### src/rtl/mprm_pkg.sv
// mprm_pkg: shared types, constants and the response string table
// used by mprm_lane and multi_pattern_response_matcher
`timescale 1ns / 1ps
`default_nettype none

package mprm_pkg;

    localparam int TABLE_SIZE = 17;
    localparam int TEXT_MAX   = 17;
    localparam int POS_W      = 5;
    localparam int INDEX_W    = 5;
    localparam int COUNT_W    = 11;
    localparam int MASK_W     = 17;
    localparam int CFG_DATA_W = 17;
    localparam int CFG_INDEX_W = 1;

    typedef enum logic [1:0] {
        STATUS_MATCH   = 2'd0,
        STATUS_TIMEOUT = 2'd1,
        STATUS_FULL    = 2'd2
    } status_t;

    localparam logic [CFG_INDEX_W-1:0] CFG_ACCEPT_MASK = 1'b0;
    localparam logic [CFG_INDEX_W-1:0] CFG_LINE_LIMIT  = 1'b1;

    localparam logic [7:0] CHAR_CR = 8'h0d;
    localparam logic [7:0] CHAR_LF = 8'h0a;

    // strings right-justified, first character in the highest used byte
    localparam logic [8*TEXT_MAX-1:0] PATTERN_STR [TABLE_SIZE] = '{
        "SEND OK\015\012",
        "SEND FAIL\015\012",
        "ERROR\015\012",
        "Unlink\015\012",
        "Linked\015\012",
        ",CLOSED\015\012",
        ",CONNECT\015\012",
        "WIFI GOT IP\015\012",
        "WIFI CONNECTED\015\012",
        "WIFI DISCONNECT\015\012",
        "ready\015\012",
        "+IPD,",
        "OK\015\012",
        "+CIPSTA:ip:",
        "+CIPSTA:gateway:",
        "+CIPSTA:netmask:",
        "\015\012"
    };

    localparam logic [POS_W-1:0] PATTERN_LEN [TABLE_SIZE] = '{
        5'd9, 5'd11, 5'd7, 5'd8, 5'd8, 5'd9, 5'd10, 5'd13, 5'd16,
        5'd17, 5'd7, 5'd5, 5'd4, 5'd11, 5'd16, 5'd16, 5'd2
    };

    typedef struct packed {
        logic step;
        logic clear;
    } mprm_lane_ctl_t;

    function automatic logic [7:0] pat_char(input logic [INDEX_W-1:0] idx,
                                            input logic [POS_W-1:0] pos);
        logic [8*TEXT_MAX-1:0] s;
        logic [POS_W-1:0]      len;
        logic [POS_W-1:0]      sh;
        s   = PATTERN_STR[idx];
        len = PATTERN_LEN[idx];
        sh  = len - pos - 5'd1;
        if (pos >= len)
        begin
            return 8'h00;
        end
        return s[{sh, 3'b000} +: 8];
    endfunction

endpackage

`default_nettype wire

### src/rtl/mprm_in_if.sv
// mprm_in_if: input item channel, valid/ready with kind and data byte
// no dependencies
`timescale 1ns / 1ps
`default_nettype none

interface mprm_in_if;
    logic       valid;
    logic       ready;
    logic       kind;
    logic [7:0] data_byte;

    modport source (output valid, output kind, output data_byte, input ready);
    modport sink (input valid, input kind, input data_byte, output ready);
endinterface

`default_nettype wire

### src/rtl/mprm_out_if.sv
// mprm_out_if: result item channel, valid/ready with status, index, length
// no dependencies
`timescale 1ns / 1ps
`default_nettype none

interface mprm_out_if;
    logic        valid;
    logic        ready;
    logic [1:0]  status;
    logic [4:0]  pattern_index;
    logic [10:0] line_length;

    modport source (output valid, output status, output pattern_index,
                    output line_length, input ready);
    modport sink (input valid, input status, input pattern_index,
                  input line_length, output ready);
endinterface

`default_nettype wire

### src/rtl/mprm_lane.sv
// mprm_lane: match position register and compare for one table pattern
// depends on mprm_pkg
`timescale 1ns / 1ps
`default_nettype none

module mprm_lane
    import mprm_pkg::*;
#(
    parameter int PAT_ID = 0
)
(
    input  wire logic           clk,
    input  wire logic           rst_n,
    input  wire mprm_lane_ctl_t ctl,
    input  wire logic [7:0]     data_byte,
    output logic                hit
);

    localparam logic [INDEX_W-1:0] ID  = INDEX_W'(PAT_ID);
    localparam logic [POS_W-1:0]   LEN = PATTERN_LEN[PAT_ID];

    logic [POS_W-1:0] pos_reg;
    logic [POS_W-1:0] pos_next;
    logic [POS_W-1:0] base;
    logic [POS_W-1:0] step_pos;
    logic             cur_ok;
    logic             adv;

    always_comb
    begin
        cur_ok   = (pos_reg < LEN) && (pat_char(ID, pos_reg) == data_byte);
        base     = cur_ok ? pos_reg : '0;
        adv      = (data_byte != 8'h00) && (pat_char(ID, base) == data_byte);
        step_pos = base + 5'd1;
        hit      = adv && (step_pos == LEN);
        if (ctl.clear)
        begin
            pos_next = '0;
        end
        else if (ctl.step)
        begin
            pos_next = (adv && !hit) ? step_pos : '0;
        end
        else
        begin
            pos_next = pos_reg;
        end
    end

    always_ff @(posedge clk or negedge rst_n)
    begin
        if (!rst_n)
        begin
            pos_reg <= '0;
        end
        else
        begin
            pos_reg <= pos_next;
        end
    end

endmodule

`default_nettype wire

### src/rtl/multi_pattern_response_matcher.sv
// the item that ends a search passes the input register; its result is then held in the output register
// throughput: one item per cycle; the output register holds a result while the next
// item is registered, so only a stalled result with a full input register stops input
// reset: match positions, line count and previous byte zero, accept_mask 60389,
// line_limit 1600, both channel stages empty
// depends on mprm_pkg, mprm_in_if, mprm_out_if, mprm_lane
`timescale 1ns / 1ps
`default_nettype none

module multi_pattern_response_matcher
    import mprm_pkg::*;
#(
    parameter int PATTERN_COUNT = 17,
    parameter int LINE_CAPACITY = 2047
)
(
    input  wire logic                   clk,
    input  wire logic                   rst_n,
    mprm_in_if.sink                     rx,
    mprm_out_if.source                  result,
    input  wire logic                   cfg_write,
    input  wire logic [CFG_INDEX_W-1:0] cfg_index,
    input  wire logic [CFG_DATA_W-1:0]  cfg_data
);

    localparam int ACTIVE = (PATTERN_COUNT < TABLE_SIZE) ? PATTERN_COUNT : TABLE_SIZE;
    localparam logic [16:0] CAP = 17'(LINE_CAPACITY);

    logic [MASK_W-1:0]  accept_mask_reg;
    logic [COUNT_W-1:0] line_limit_reg;

    logic               in_v_reg;
    logic               kind_reg;
    logic [7:0]         byte_reg;

    logic               out_v_reg;
    logic               out_v_next;
    status_t            status_reg;
    logic [INDEX_W-1:0] index_reg;
    logic [COUNT_W-1:0] len_reg;

    logic [COUNT_W-1:0] line_count_reg;
    logic [COUNT_W-1:0] line_count_next;
    logic [7:0]         prev_reg;
    logic [7:0]         prev_next;

    logic               advance;
    logic               full;
    logic               matched;
    logic               emit;
    logic [16:0]        limit_ext;
    logic [16:0]        eff_limit;
    logic [COUNT_W-1:0] count_inc;
    logic [ACTIVE-1:0]  hits;
    logic [ACTIVE-1:0]  acc;
    logic [INDEX_W-1:0] hit_index;
    status_t            emit_status;
    logic [COUNT_W-1:0] emit_len;
    mprm_lane_ctl_t     lane_ctl;

    // configuration
    always_ff @(posedge clk or negedge rst_n)
    begin
        if (!rst_n)
        begin
            accept_mask_reg <= 17'd60389;
            line_limit_reg  <= 11'd1600;
        end
        else if (cfg_write)
        begin
            unique case (cfg_index)
                CFG_ACCEPT_MASK: accept_mask_reg <= cfg_data[MASK_W-1:0];
                CFG_LINE_LIMIT:  line_limit_reg  <= cfg_data[COUNT_W-1:0];
                default:         ;
            endcase
        end
    end

    assign advance  = in_v_reg && (!out_v_reg || result.ready);
    assign rx.ready = !in_v_reg || advance;

    // input register
    always_ff @(posedge clk or negedge rst_n)
    begin
        if (!rst_n)
        begin
            in_v_reg <= 1'b0;
        end
        else if (rx.ready)
        begin
            in_v_reg <= rx.valid;
        end
    end

    always_ff @(posedge clk)
    begin
        if (rx.valid && rx.ready)
        begin
            kind_reg <= rx.kind;
            byte_reg <= rx.data_byte;
        end
    end

    // line limit check
    always_comb
    begin
        limit_ext = {6'b0, line_limit_reg};
        eff_limit = (limit_ext > CAP) ? CAP : limit_ext;
        full      = !kind_reg && ({6'b0, line_count_reg} >= eff_limit);
        count_inc = line_count_reg + 11'd1;
    end

    assign lane_ctl.step  = advance && !kind_reg && !full;
    assign lane_ctl.clear = emit;

    genvar g;
    generate
        for (g = 0; g < ACTIVE; g++)
        begin : g_lane
            mprm_lane #(
                .PAT_ID (g)
            ) u_lane (
                .clk       (clk),
                .rst_n     (rst_n),
                .ctl       (lane_ctl),
                .data_byte (byte_reg),
                .hit       (hits[g])
            );
        end
    endgenerate

    // lowest accepted table entry wins
    always_comb
    begin
        acc       = hits & accept_mask_reg[ACTIVE-1:0];
        hit_index = '0;
        for (int i = ACTIVE - 1; i >= 0; i--)
        begin
            if (acc[i])
            begin
                hit_index = INDEX_W'(i);
            end
        end
        matched = lane_ctl.step && (|acc);
        emit    = advance && (kind_reg || full || matched);
    end

    always_comb
    begin
        priority if (kind_reg)
        begin
            emit_status = STATUS_TIMEOUT;
            emit_len    = line_count_reg;
        end
        else if (full)
        begin
            emit_status = STATUS_FULL;
            emit_len    = line_count_reg;
        end
        else
        begin
            emit_status = STATUS_MATCH;
            emit_len    = count_inc;
        end
    end

    // line state
    always_comb
    begin
        line_count_next = line_count_reg;
        prev_next       = prev_reg;
        if (emit)
        begin
            line_count_next = '0;
            prev_next       = '0;
        end
        else if (lane_ctl.step)
        begin
            prev_next = byte_reg;
            if (count_inc >= 11'd2 && prev_reg == CHAR_CR && byte_reg == CHAR_LF)
            begin
                line_count_next = '0;
            end
            else
            begin
                line_count_next = count_inc;
            end
        end
    end

    always_ff @(posedge clk or negedge rst_n)
    begin
        if (!rst_n)
        begin
            line_count_reg <= '0;
            prev_reg       <= '0;
        end
        else
        begin
            line_count_reg <= line_count_next;
            prev_reg       <= prev_next;
        end
    end

    // result register
    always_comb
    begin
        if (emit)
        begin
            out_v_next = 1'b1;
        end
        else if (result.ready)
        begin
            out_v_next = 1'b0;
        end
        else
        begin
            out_v_next = out_v_reg;
        end
    end

    always_ff @(posedge clk or negedge rst_n)
    begin
        if (!rst_n)
        begin
            out_v_reg <= 1'b0;
        end
        else
        begin
            out_v_reg <= out_v_next;
        end
    end

    always_ff @(posedge clk)
    begin
        if (emit)
        begin
            status_reg <= emit_status;
            index_reg  <= (emit_status == STATUS_MATCH) ? hit_index : '0;
            len_reg    <= emit_len;
        end
    end

    assign result.valid         = out_v_reg;
    assign result.status        = status_reg;
    assign result.pattern_index = index_reg;
    assign result.line_length   = len_reg;

endmodule

`default_nettype wire

### src/flat_wrapper.sv
// flat-port wrapper written by rule: the top's interface ports become plain ports
module multi_pattern_response_matcher_flat import mprm_pkg::*;
#(
    parameter int PATTERN_COUNT = 17,
    parameter int LINE_CAPACITY = 2047
)
  (clk, rst_n, cfg_write, cfg_index, cfg_data, rx_valid, rx_kind, rx_data_byte, rx_ready, result_valid, result_status, result_pattern_index, result_line_length, result_ready);
  mprm_in_if rx_i ();
  mprm_out_if result_i ();
  input  wire logic clk;
  input  wire logic rst_n;
  input  wire logic cfg_write;
  input  wire logic [CFG_INDEX_W-1:0] cfg_index;
  input  wire logic [CFG_DATA_W-1:0] cfg_data;
  input wire logic [$bits(rx_i.valid)-1:0] rx_valid;
  input wire logic [$bits(rx_i.kind)-1:0] rx_kind;
  input wire logic [$bits(rx_i.data_byte)-1:0] rx_data_byte;
  output wire logic [$bits(rx_i.ready)-1:0] rx_ready;
  output wire logic [$bits(result_i.valid)-1:0] result_valid;
  output wire logic [$bits(result_i.status)-1:0] result_status;
  output wire logic [$bits(result_i.pattern_index)-1:0] result_pattern_index;
  output wire logic [$bits(result_i.line_length)-1:0] result_line_length;
  input wire logic [$bits(result_i.ready)-1:0] result_ready;
  assign rx_i.valid = rx_valid;
  assign rx_i.kind = rx_kind;
  assign rx_i.data_byte = rx_data_byte;
  assign rx_ready = rx_i.ready;
  assign result_valid = result_i.valid;
  assign result_status = result_i.status;
  assign result_pattern_index = result_i.pattern_index;
  assign result_line_length = result_i.line_length;
  assign result_i.ready = result_ready;
  multi_pattern_response_matcher #(.PATTERN_COUNT(PATTERN_COUNT), .LINE_CAPACITY(LINE_CAPACITY)) u_core (.clk(clk), .rst_n(rst_n), .rx(rx_i), .result(result_i), .cfg_write(cfg_write), .cfg_index(cfg_index), .cfg_data(cfg_data));
endmodule
### config.mk
export PLATFORM = sky130hd
export DESIGN_NAME = multi_pattern_response_matcher_flat
export DESIGN_NICKNAME = d
export VERILOG_FILES = /design/src/rtl/mprm_pkg.sv /design/src/rtl/mprm_in_if.sv /design/src/rtl/mprm_out_if.sv /design/src/rtl/mprm_lane.sv /design/src/rtl/multi_pattern_response_matcher.sv /design/src/flat_wrapper.sv
export SDC_FILE = /design/constraint.sdc
export NUM_CORES = 1
export LEC_CHECK = 0
export ABC_AREA = 1
export BUFFER_PORTS_ARGS = -buffer_cell sky130_fd_sc_hd__buf_2
export CORE_UTILIZATION = 30
export CTS_CLUSTER_SIZE = 12
export DETAILED_ROUTE_END_ITERATION = 10
export PLACE_DENSITY = 0.55
export SYNTH_ARGS = -nofsm -noshare
export SYNTH_HDL_FRONTEND = slang
export SYNTH_SLANG_ARGS = --single-unit
### constraint.sdc
create_clock -name clk -period 10 [get_ports clk]
set_input_delay 1 -clock clk [delete_from_list [all_inputs] [get_ports clk]]
set_output_delay 1 -clock clk [all_outputs]
set_load 0.02 [all_outputs]
# After elaboration in Yosys (flattened, before gate mapping)
# Cells that the tools add are included.
[word_totals] register_bits=161 latchBits=0 ramBits=0 mem_bits_ro=0 out_inout_bits=20 elab_cells=572 mem_count=0
[op_classes] add_sub_neg=86 n_mul=0 n_div=0 n_lt_le_gt_ge=53 eq_ne=53 shifts=34 muxes=197 bitwise=3 n_reduce_logical=114
[ops] op="variable part select 136 x 9 -> 8 bit, first input constant" count=34
[ops] op="two-way mux 8 bit" count=70
[ops] op="two-way mux 5 bit" count=69
[ops] op="== test 8 bit" count=34
[ops] op="subtractor 5 x 1 -> 5 bit, second input constant" count=34
[ops] op="adder 5 x 1 -> 5 bit, second input constant" count=17
[ops] op="greater-or-equal comparator 5 x 4 -> 1 bit, second input constant" count=16
[ops] op="subtractor 4 x 5 -> 5 bit, first input constant" count=16
[ops] op="logical AND 1 bit" count=77
[ops] op="two-way mux 11 bit" count=5
[ops] op="== test 5 x 4 -> 1 bit, second input constant" count=8
[ops] op="greater-or-equal comparator 5 x 3 -> 1 bit, second input constant" count=8
[ops] op="greater-or-equal comparator 5 bit, second input constant" count=8
[ops] op="< comparator 5 x 4 -> 1 bit, second input constant" count=8
[ops] op="subtractor 3 x 5 -> 5 bit, first input constant" count=8
[ops] op="subtractor 5 bit, first input constant" count=8
[ops] op="two-way mux 1 bit" count=37
[ops] op="OR reduction 17 bit" count=2
[ops] op="two-way mux 4 bit" count=8
[ops] op="zero test 1 bit" count=21
[ops] op="== test 5 x 3 -> 1 bit, second input constant" count=4
[ops] op="== test 5 bit, second input constant" count=4
[ops] op="< comparator 5 x 3 -> 1 bit, second input constant" count=4
[ops] op="< comparator 5 bit, second input constant" count=4
[ops] op="other kinds (21)" count=36

# Depth between registers and ports, before layout
[depth] ltp_word=31 depth_mapped=43 ltp_nobuf=42

# Cells and area by module
# A second synthesis with hierarchy kept.
[unflattened] hier_cells=3985 hier_area_um2=24408.4
[by_module_without_submodules] module="multi_pattern_response_matcher" instances=1 cells_per_inst=408 area_each_um2=3689.8 seq_area_each_um2=2054.5
[by_module_without_submodules] module="mprm_lane at u_core.g_lane[7].u_lane" instances=1 cells_per_inst=277 area_each_um2=1581.5 seq_area_each_um2=125.1
[by_module_without_submodules] module="mprm_lane at u_core.g_lane[6].u_lane" instances=1 cells_per_inst=249 area_each_um2=1472.7 seq_area_each_um2=125.1
[by_module_without_submodules] module="mprm_lane at u_core.g_lane[8].u_lane" instances=1 cells_per_inst=242 area_each_um2=1410.1 seq_area_each_um2=125.1
[by_module_without_submodules] module="mprm_lane at u_core.g_lane[14].u_lane" instances=1 cells_per_inst=236 area_each_um2=1405.1 seq_area_each_um2=125.1
[by_module_without_submodules] module="mprm_lane at u_core.g_lane[13].u_lane" instances=1 cells_per_inst=249 area_each_um2=1391.3 seq_area_each_um2=125.1
[by_module_without_submodules] module="mprm_lane at u_core.g_lane[5].u_lane" instances=1 cells_per_inst=241 area_each_um2=1386.3 seq_area_each_um2=125.1
[by_module_without_submodules] module="mprm_lane at u_core.g_lane[9].u_lane" instances=1 cells_per_inst=247 area_each_um2=1377.6 seq_area_each_um2=125.1
[by_module_without_submodules] module="mprm_lane at u_core.g_lane[15].u_lane" instances=1 cells_per_inst=217 area_each_um2=1302.5 seq_area_each_um2=125.1
[by_module_without_submodules] module="mprm_lane at u_core.g_lane[3].u_lane" instances=1 cells_per_inst=221 area_each_um2=1194.9 seq_area_each_um2=125.1
[by_module_without_submodules] module="mprm_lane at u_core.g_lane[1].u_lane" instances=1 cells_per_inst=213 area_each_um2=1192.4 seq_area_each_um2=125.1
[by_module_without_submodules] module="mprm_lane at u_core.g_lane[0].u_lane" instances=1 cells_per_inst=199 area_each_um2=1164.9 seq_area_each_um2=125.1
[by_module_without_submodules] module="mprm_lane at u_core.g_lane[4].u_lane" instances=1 cells_per_inst=203 area_each_um2=1158.6 seq_area_each_um2=125.1
[by_module_without_submodules] module="mprm_lane at u_core.g_lane[2].u_lane" instances=1 cells_per_inst=172 area_each_um2=1032.2 seq_area_each_um2=125.1
[by_module_without_submodules] module="4 more rows"

# Least setup slack after synthesis
# OpenSTA, ideal clock, no wires.
[synth_path] path_type="register to register" start="register u_core.g_lane[9].u_lane.pos_reg[0]" end="register u_core.len_reg[0] (netlist: u_core.result.line_length[0]) (enable)" setup_ns=0.325 arrival_time_ns=5.240 t_required_ns=9.675 setup_slack_ns=4.434 path_stages_with_launch=32 path_buffers=3 synth_period_minus_slack_ns=5.566 path_cell_list="dfrtp_1 > inv_2 > ha_1 > ha_1 > clkbuf_1 > nand3_1 > a21oi_4 > nand2_1 > xor2_1 > nand3_2 > nor2_8 > nand2_1 > ha_1 > ha_1 > clkbuf_1 > inv_1 > or2_2 > o21ai_0 > nor2_1 > a21oi_1 > nand2_1 > nand3_1 > nand2_1 > nand2_1 > nor2_1 > nand3_2 > nand4_2 > nor3_4 > buf_6 > nand2_4 > nand2_2 > inv_1"
[synth_via] elab_chain_cells=19 word_cells_on_any_way=26
[synth_rtl] element="start: declaration" line="mprm_lane.sv:22" source="logic [POS_W-1:0] pos_reg;"
[synth_rtl] element="start signal: assignment" line="mprm_lane.sv:58" source="pos_reg <= pos_next;"
[synth_rtl] element="subtractor 5 bit" line="mprm_pkg.sv:67" source="sh = len - pos - 5'd1;"
[synth_rtl] element="subtractor 5 x 1 -> 5 bit" line="mprm_pkg.sv:67"
[synth_rtl] element="variable part select 136 x 9 -> 8 bit" line="mprm_pkg.sv:72" source="return s[{sh, 3'b000} +: 8];"
[synth_rtl] element="two-way mux 8 bit" line="mprm_pkg.sv:72"
[synth_rtl] element="== test 8 bit" line="mprm_lane.sv:31" source="cur_ok = (pos_reg < LEN) && (pat_char(ID, pos_reg) == data_byte);"
[synth_rtl] element="logical AND 1 bit" line="mprm_lane.sv:31"
[synth_rtl] element="two-way mux 5 bit (*)" line="mprm_lane.sv:32" source="base = cur_ok ? pos_reg : '0;"
[synth_rtl] element="subtractor 5 bit" line="mprm_pkg.sv:67"
[synth_rtl] element="[... 4 more ...]"
[synth_rtl] element="logical AND 1 bit" line="mprm_lane.sv:33" source="adv = (data_byte != 8'h00) && (pat_char(ID, base) == data_byte);"
[synth_rtl] element="logical AND 1 bit (*)" line="mprm_lane.sv:35" source="hit = adv && (step_pos == LEN);"
[synth_rtl] element="AND 17 bit (*)" line="multi_pattern_response_matcher.sv:135" source="acc = hits & accept_mask_reg[ACTIVE-1:0];"
[synth_rtl] element="OR reduction 17 bit (*)" line="multi_pattern_response_matcher.sv:144" source="matched = lane_ctl.step && (|acc);"
[synth_rtl] element="logical AND 1 bit (*)" line="multi_pattern_response_matcher.sv:144"
[synth_rtl] element="logical OR 1 bit (*)" line="multi_pattern_response_matcher.sv:145" source="emit = advance && (kind_reg || full || matched);"
[synth_rtl] element="logical AND 1 bit (*)" line="multi_pattern_response_matcher.sv:145"
[synth_rtl] element="net u_core.emit" line="multi_pattern_response_matcher.sv:50" source="logic emit;"
[synth_rtl] element="end signal: assignment" line="multi_pattern_response_matcher.sv:240" source="len_reg <= emit_len;"
[synth_rtl] element="end: declaration" line="multi_pattern_response_matcher.sv:40" source="logic [COUNT_W-1:0] len_reg;"
# The timed path passes the listed nets; every way through them passes the cells marked *.
# A chain may end at the register's enable or synchronous reset.

# Final worst setup path
[layout_path] start="register u_core.g_lane[9].u_lane.pos_reg[0]" end="register u_core.line_count_reg[5]"
[layout_via] elab_chain_cells=20 word_cells_on_any_way=28
[layout_rtl] element="subtractor 5 bit" line="mprm_pkg.sv:67"
[layout_rtl] element="subtractor 5 x 1 -> 5 bit" line="mprm_pkg.sv:67"
[layout_rtl] element="variable part select 136 x 9 -> 8 bit" line="mprm_pkg.sv:72"
[layout_rtl] element="two-way mux 8 bit" line="mprm_pkg.sv:72"
[layout_rtl] element="== test 8 bit" line="mprm_lane.sv:31"
[layout_rtl] element="logical AND 1 bit" line="mprm_lane.sv:31"
[layout_rtl] element="two-way mux 5 bit (*)" line="mprm_lane.sv:32"
[layout_rtl] element="subtractor 5 bit" line="mprm_pkg.sv:67"
[layout_rtl] element="[... 4 more ...]"
[layout_rtl] element="logical AND 1 bit" line="mprm_lane.sv:33"
[layout_rtl] element="logical AND 1 bit (*)" line="mprm_lane.sv:35"
[layout_rtl] element="AND 17 bit (*)" line="multi_pattern_response_matcher.sv:135"
[layout_rtl] element="OR reduction 17 bit (*)" line="multi_pattern_response_matcher.sv:144"
[layout_rtl] element="logical AND 1 bit (*)" line="multi_pattern_response_matcher.sv:144"
[layout_rtl] element="logical OR 1 bit (*)" line="multi_pattern_response_matcher.sv:145"
[layout_rtl] element="logical AND 1 bit (*)" line="multi_pattern_response_matcher.sv:145"
[layout_rtl] element="two-way mux 11 bit / nonzero test 2 bit (equally long branches)"
[layout_rtl] element="end signal: assignment" line="multi_pattern_response_matcher.sv:200" source="line_count_reg <= line_count_next;"
[layout_rtl] element="end: declaration" line="multi_pattern_response_matcher.sv:42" source="logic [COUNT_W-1:0] line_count_reg;"
# Every way passes the cells marked *; elsewhere a longest branch is shown, timed or not.

==> qor.yml <==
power_and_ir_drop:
  power_leakage_nw: 11.8
  power_frac_comb_pct: 22.3
  power.switching_uw: 654
  total_power_mw: 1.79
  peakVddDrop_uv: 136
  p_sw_share_pct: 36.6
  cellInternalPower_mw: 1.13
  p_seq_share_pct: 41.3
  pwr-share-clk_pct: 36.4
  power_density_nw_per_um2: 76.2
clock_network:
  postCtsSetupRepairBufs: 0
  cts-hold-fix-buffers: 0
  cts_tree: "built"
  htreeDepth: 4
  cts_root_buf: "clkbuf_16"
  clk_pin_slew_worst_paths_ns: 0.07
  cts_buffers: 17
  clockBufferDepth: 2
  cts.sinks: 161
  cts.repair.resized: 0
  clkLatencyLatePin_ns: 0.50
place:
  io_buffers: 51
  dpl.cell_count: 4497
  routabilityCongestion: 0.888
  post-dp-hpwl_mm: 50.7
floorplan:
  die_width_um: 273
  initial_core_util_pct: 30.5
  coreArea_um2: 72000
  die_y_um: 273
  die-area_um2: 74300
  io_pins: 52
  std_cell_rows: 98
yosys:
  synth_edf_count: 27
  syn_inst: 3585
  yosysMostFrequentCell: "nand2_1"
  synth_ff_type: "dfrtp_1"
  synth.top_cells.by_area: "nand2_1 18%, dfrtp_1 14%, ha_1 12%"
  synth_top_area_cell: "nand2_1"
  synth_cell_types: 74
  synthesis.area_um2: 22000
  netlist.area_leader.share_pct: 17.9
  ys_ff_latch: 161
  yosys-top-cells-count: "1048 x nand2_1, 411 x nor2_1, 403 x inv_1"
  ys_warn_count: 0
  yosysSeqAreaShare_pct: 19.0
  synth_async_sr_flop_share_pct: 83.2
  avgSynthCellArea_um2: 6.12
detailed_routing:
  wl_per_cell_um: 15.9
  wl_mm: 72.0
  dr.first_iter.drc_count: 1666
  dr_total_vias: 23000
  ant_nets: 0
  viasPerCell: 5.07
  first_pass_iters: 6
  drcViolationCount: 0
timing:
  setup_viol: 0
  fin_crit_sh_pct: 66.5
  fin_crit_ns: 6.65
  drv_slew: 0
  rsz0062_at_grt: "false"
  worst_slew_pin_slew_ns: 1.02
  clock_skew_ns: 0.0142
  max_freq_mhz: 150
  max_slew_margin_pct: 32.3
  tns_ns: 0
  finalHoldViolations: 0
cells_and_area:
  fillerInstances: 7952
  drive_gt1_share_pct: 7.04
  fin_util_pct: 32.6
  area_growth_pct: 6.86
  largest_reg_flops: 85
  multi_input_area_um2: 15500
  final_nets: 3802
  final_cells: 4530
  regArea_um2: 4180
global_route:
  grt_pass1_vias: 21200
  grt.busiest_layer: "met2"
  grtUsageMet3_pct: 2.58
  overflow: 0
  grt_max_degree: 91
  antenna_found_initial: 1
  use_met1_pct: 26.2
  grt_pass1_wl_mm: 115
  met2_usage_pct: 31.2
  track_usage_pct: 19.4
worst_setup_path:
  cp_max_fo: 68
  worstSetupEndpointType: "register"
  critPathRequiredTime_ns: 10.44
  cp_common_cell: "nand2_1"
  critPathKind: "reg -> reg"
  cp.arrival_ns: 7.09
  max_stage_delay_ns: 0.81
  start_kind: "register"
  critPathSlowestCell: "buf_4"
run:
  maxCapViolations: 0
status:
  status: "finished, final reports clean"
worst_hold_path:
  hold_class: "reg -> reg"
## cell type report
| class | instances | share of cell area [%] |
|---|---|---|
| Multi-Input combinational cell | 2873 | 65.9 |
| Sequential cell | 161 | 17.8 |
| Inverter | 437 | 7.01 |
| Tap cell | 950 | 5.07 |
| Timing Repair Buffer | 76 | 1.91 |
| Clock buffer | 18 | 1.83 |
| Clock inverter | 14 | 0.448 |
| Antenna cell | 1 | 0.0107 |
## final timing paths
| kind | start | endpoint | slack [ns] | cells past startpoint |
|---|---|---|---|---|
| min reg2reg | u_core.prev_reg[2]$_DFFE_PN0P_ | u_core.prev_reg[2]$_DFFE_PN0P_ | 0.48 | 2 |
| min in group asynchronous | rst_n | u_core.g_lane[1].u_lane.pos_reg[4]$_DFFE_PN0P_ | 0.57 | 1 |
| max | u_core.g_lane[9].u_lane.pos_reg[0]$_DFFE_PN0P_ | u_core.line_count_reg[5]$_DFFE_PN0P_ | 3.35 | 31 |
| max reg2reg | u_core.g_lane[9].u_lane.pos_reg[0]$_DFFE_PN0P_ | u_core.line_count_reg[5]$_DFFE_PN0P_ | 3.35 | 31 |
| max in group asynchronous | rst_n | u_core.g_lane[7].u_lane.pos_reg[3]$_DFFE_PN0P_ | 8.20 | 2 |
| min | u_core.prev_reg[2]$_DFFE_PN0P_ | u_core.prev_reg[2]$_DFFE_PN0P_ | 0.48 | 2 |
## power groups by stage
stage	logic (mW)	registers [mW]	clock network, mW
floorplan	0.257	0.747	0
global placement	0.396	0.751	0
detailed placement	0.397	0.751	0
CTS	0.397	0.739	0.676
global route	0.440	0.742	0.692
finish	0.398	0.739	0.650
## cell usage in the layout, fill, tap and decap left out, types with 23 or more instances in the layout
cell,synthesis,routed
nand2_1,1048,1046
nor2_1,411,410
inv_1,403,398
nand3_1,328,328
nand4_1,211,211
ha_1,204,204
o21ai_0,139,139
dfrtp_1,120,120
xor2_1,99,99
nor3_1,68,68
a21oi_1,64,64
buf_2,23,50
inv_2,27,31
o21ai_1,31,31
nor4_1,29,29
o211ai_1,27,27
edfxtp_1,27,27
buf_4,7,25
nor2_2,22,23
## routing by layer
| metal | vias to the layer above | part of all wire [%] |
|---|---|---|
| li1 | 11700 | - |
| met1 | 10500 | 47 |
| met2 | 615 | 45 |
| met3 | 119 | 4.8 |
| met4 | 0 | 3.0 |
| met5 | - | 0 |
## critical path, delay by kind of cell (launching register included)
family	cells	cell delay, ns
flip-flops	1	0.52
AND/OR/NAND/NOR	18	2.44
adder cells (fa/ha/maj)	4	1.47
XOR/XNOR	1	0.22
buffers and inverters	5	1.60
AO/OA/AOI/OAI	3	0.28
## cells by family after synthesis
logic type	count (synthesis)	share of synthesized area [%]
AOI/OAI and AO/OA	318	8.38
and+or+nand+nor	2228	45.5
buffers and inverters	557	10.7
other	2	0.0342
DFF	161	19.0
muxes	2	0.103
adders and majority gates	204	11.6
xor gates and xnor gates	113	4.64
## per-stage QoR
stage          hold slack [ns]  cell area [um2]  worst slack (ns)
2_1_floorplan            0.442            22000              4.43
3_3_place_gp             0.461            22900              3.58
3_5_place_dp             0.466            22900              3.50
4_1_cts                  0.484            23500              3.44
5_1_grt                  0.499            23500              2.84
6_report                 0.480            23500              3.35
Note: power is estimated with default switching activity, not from simulation.
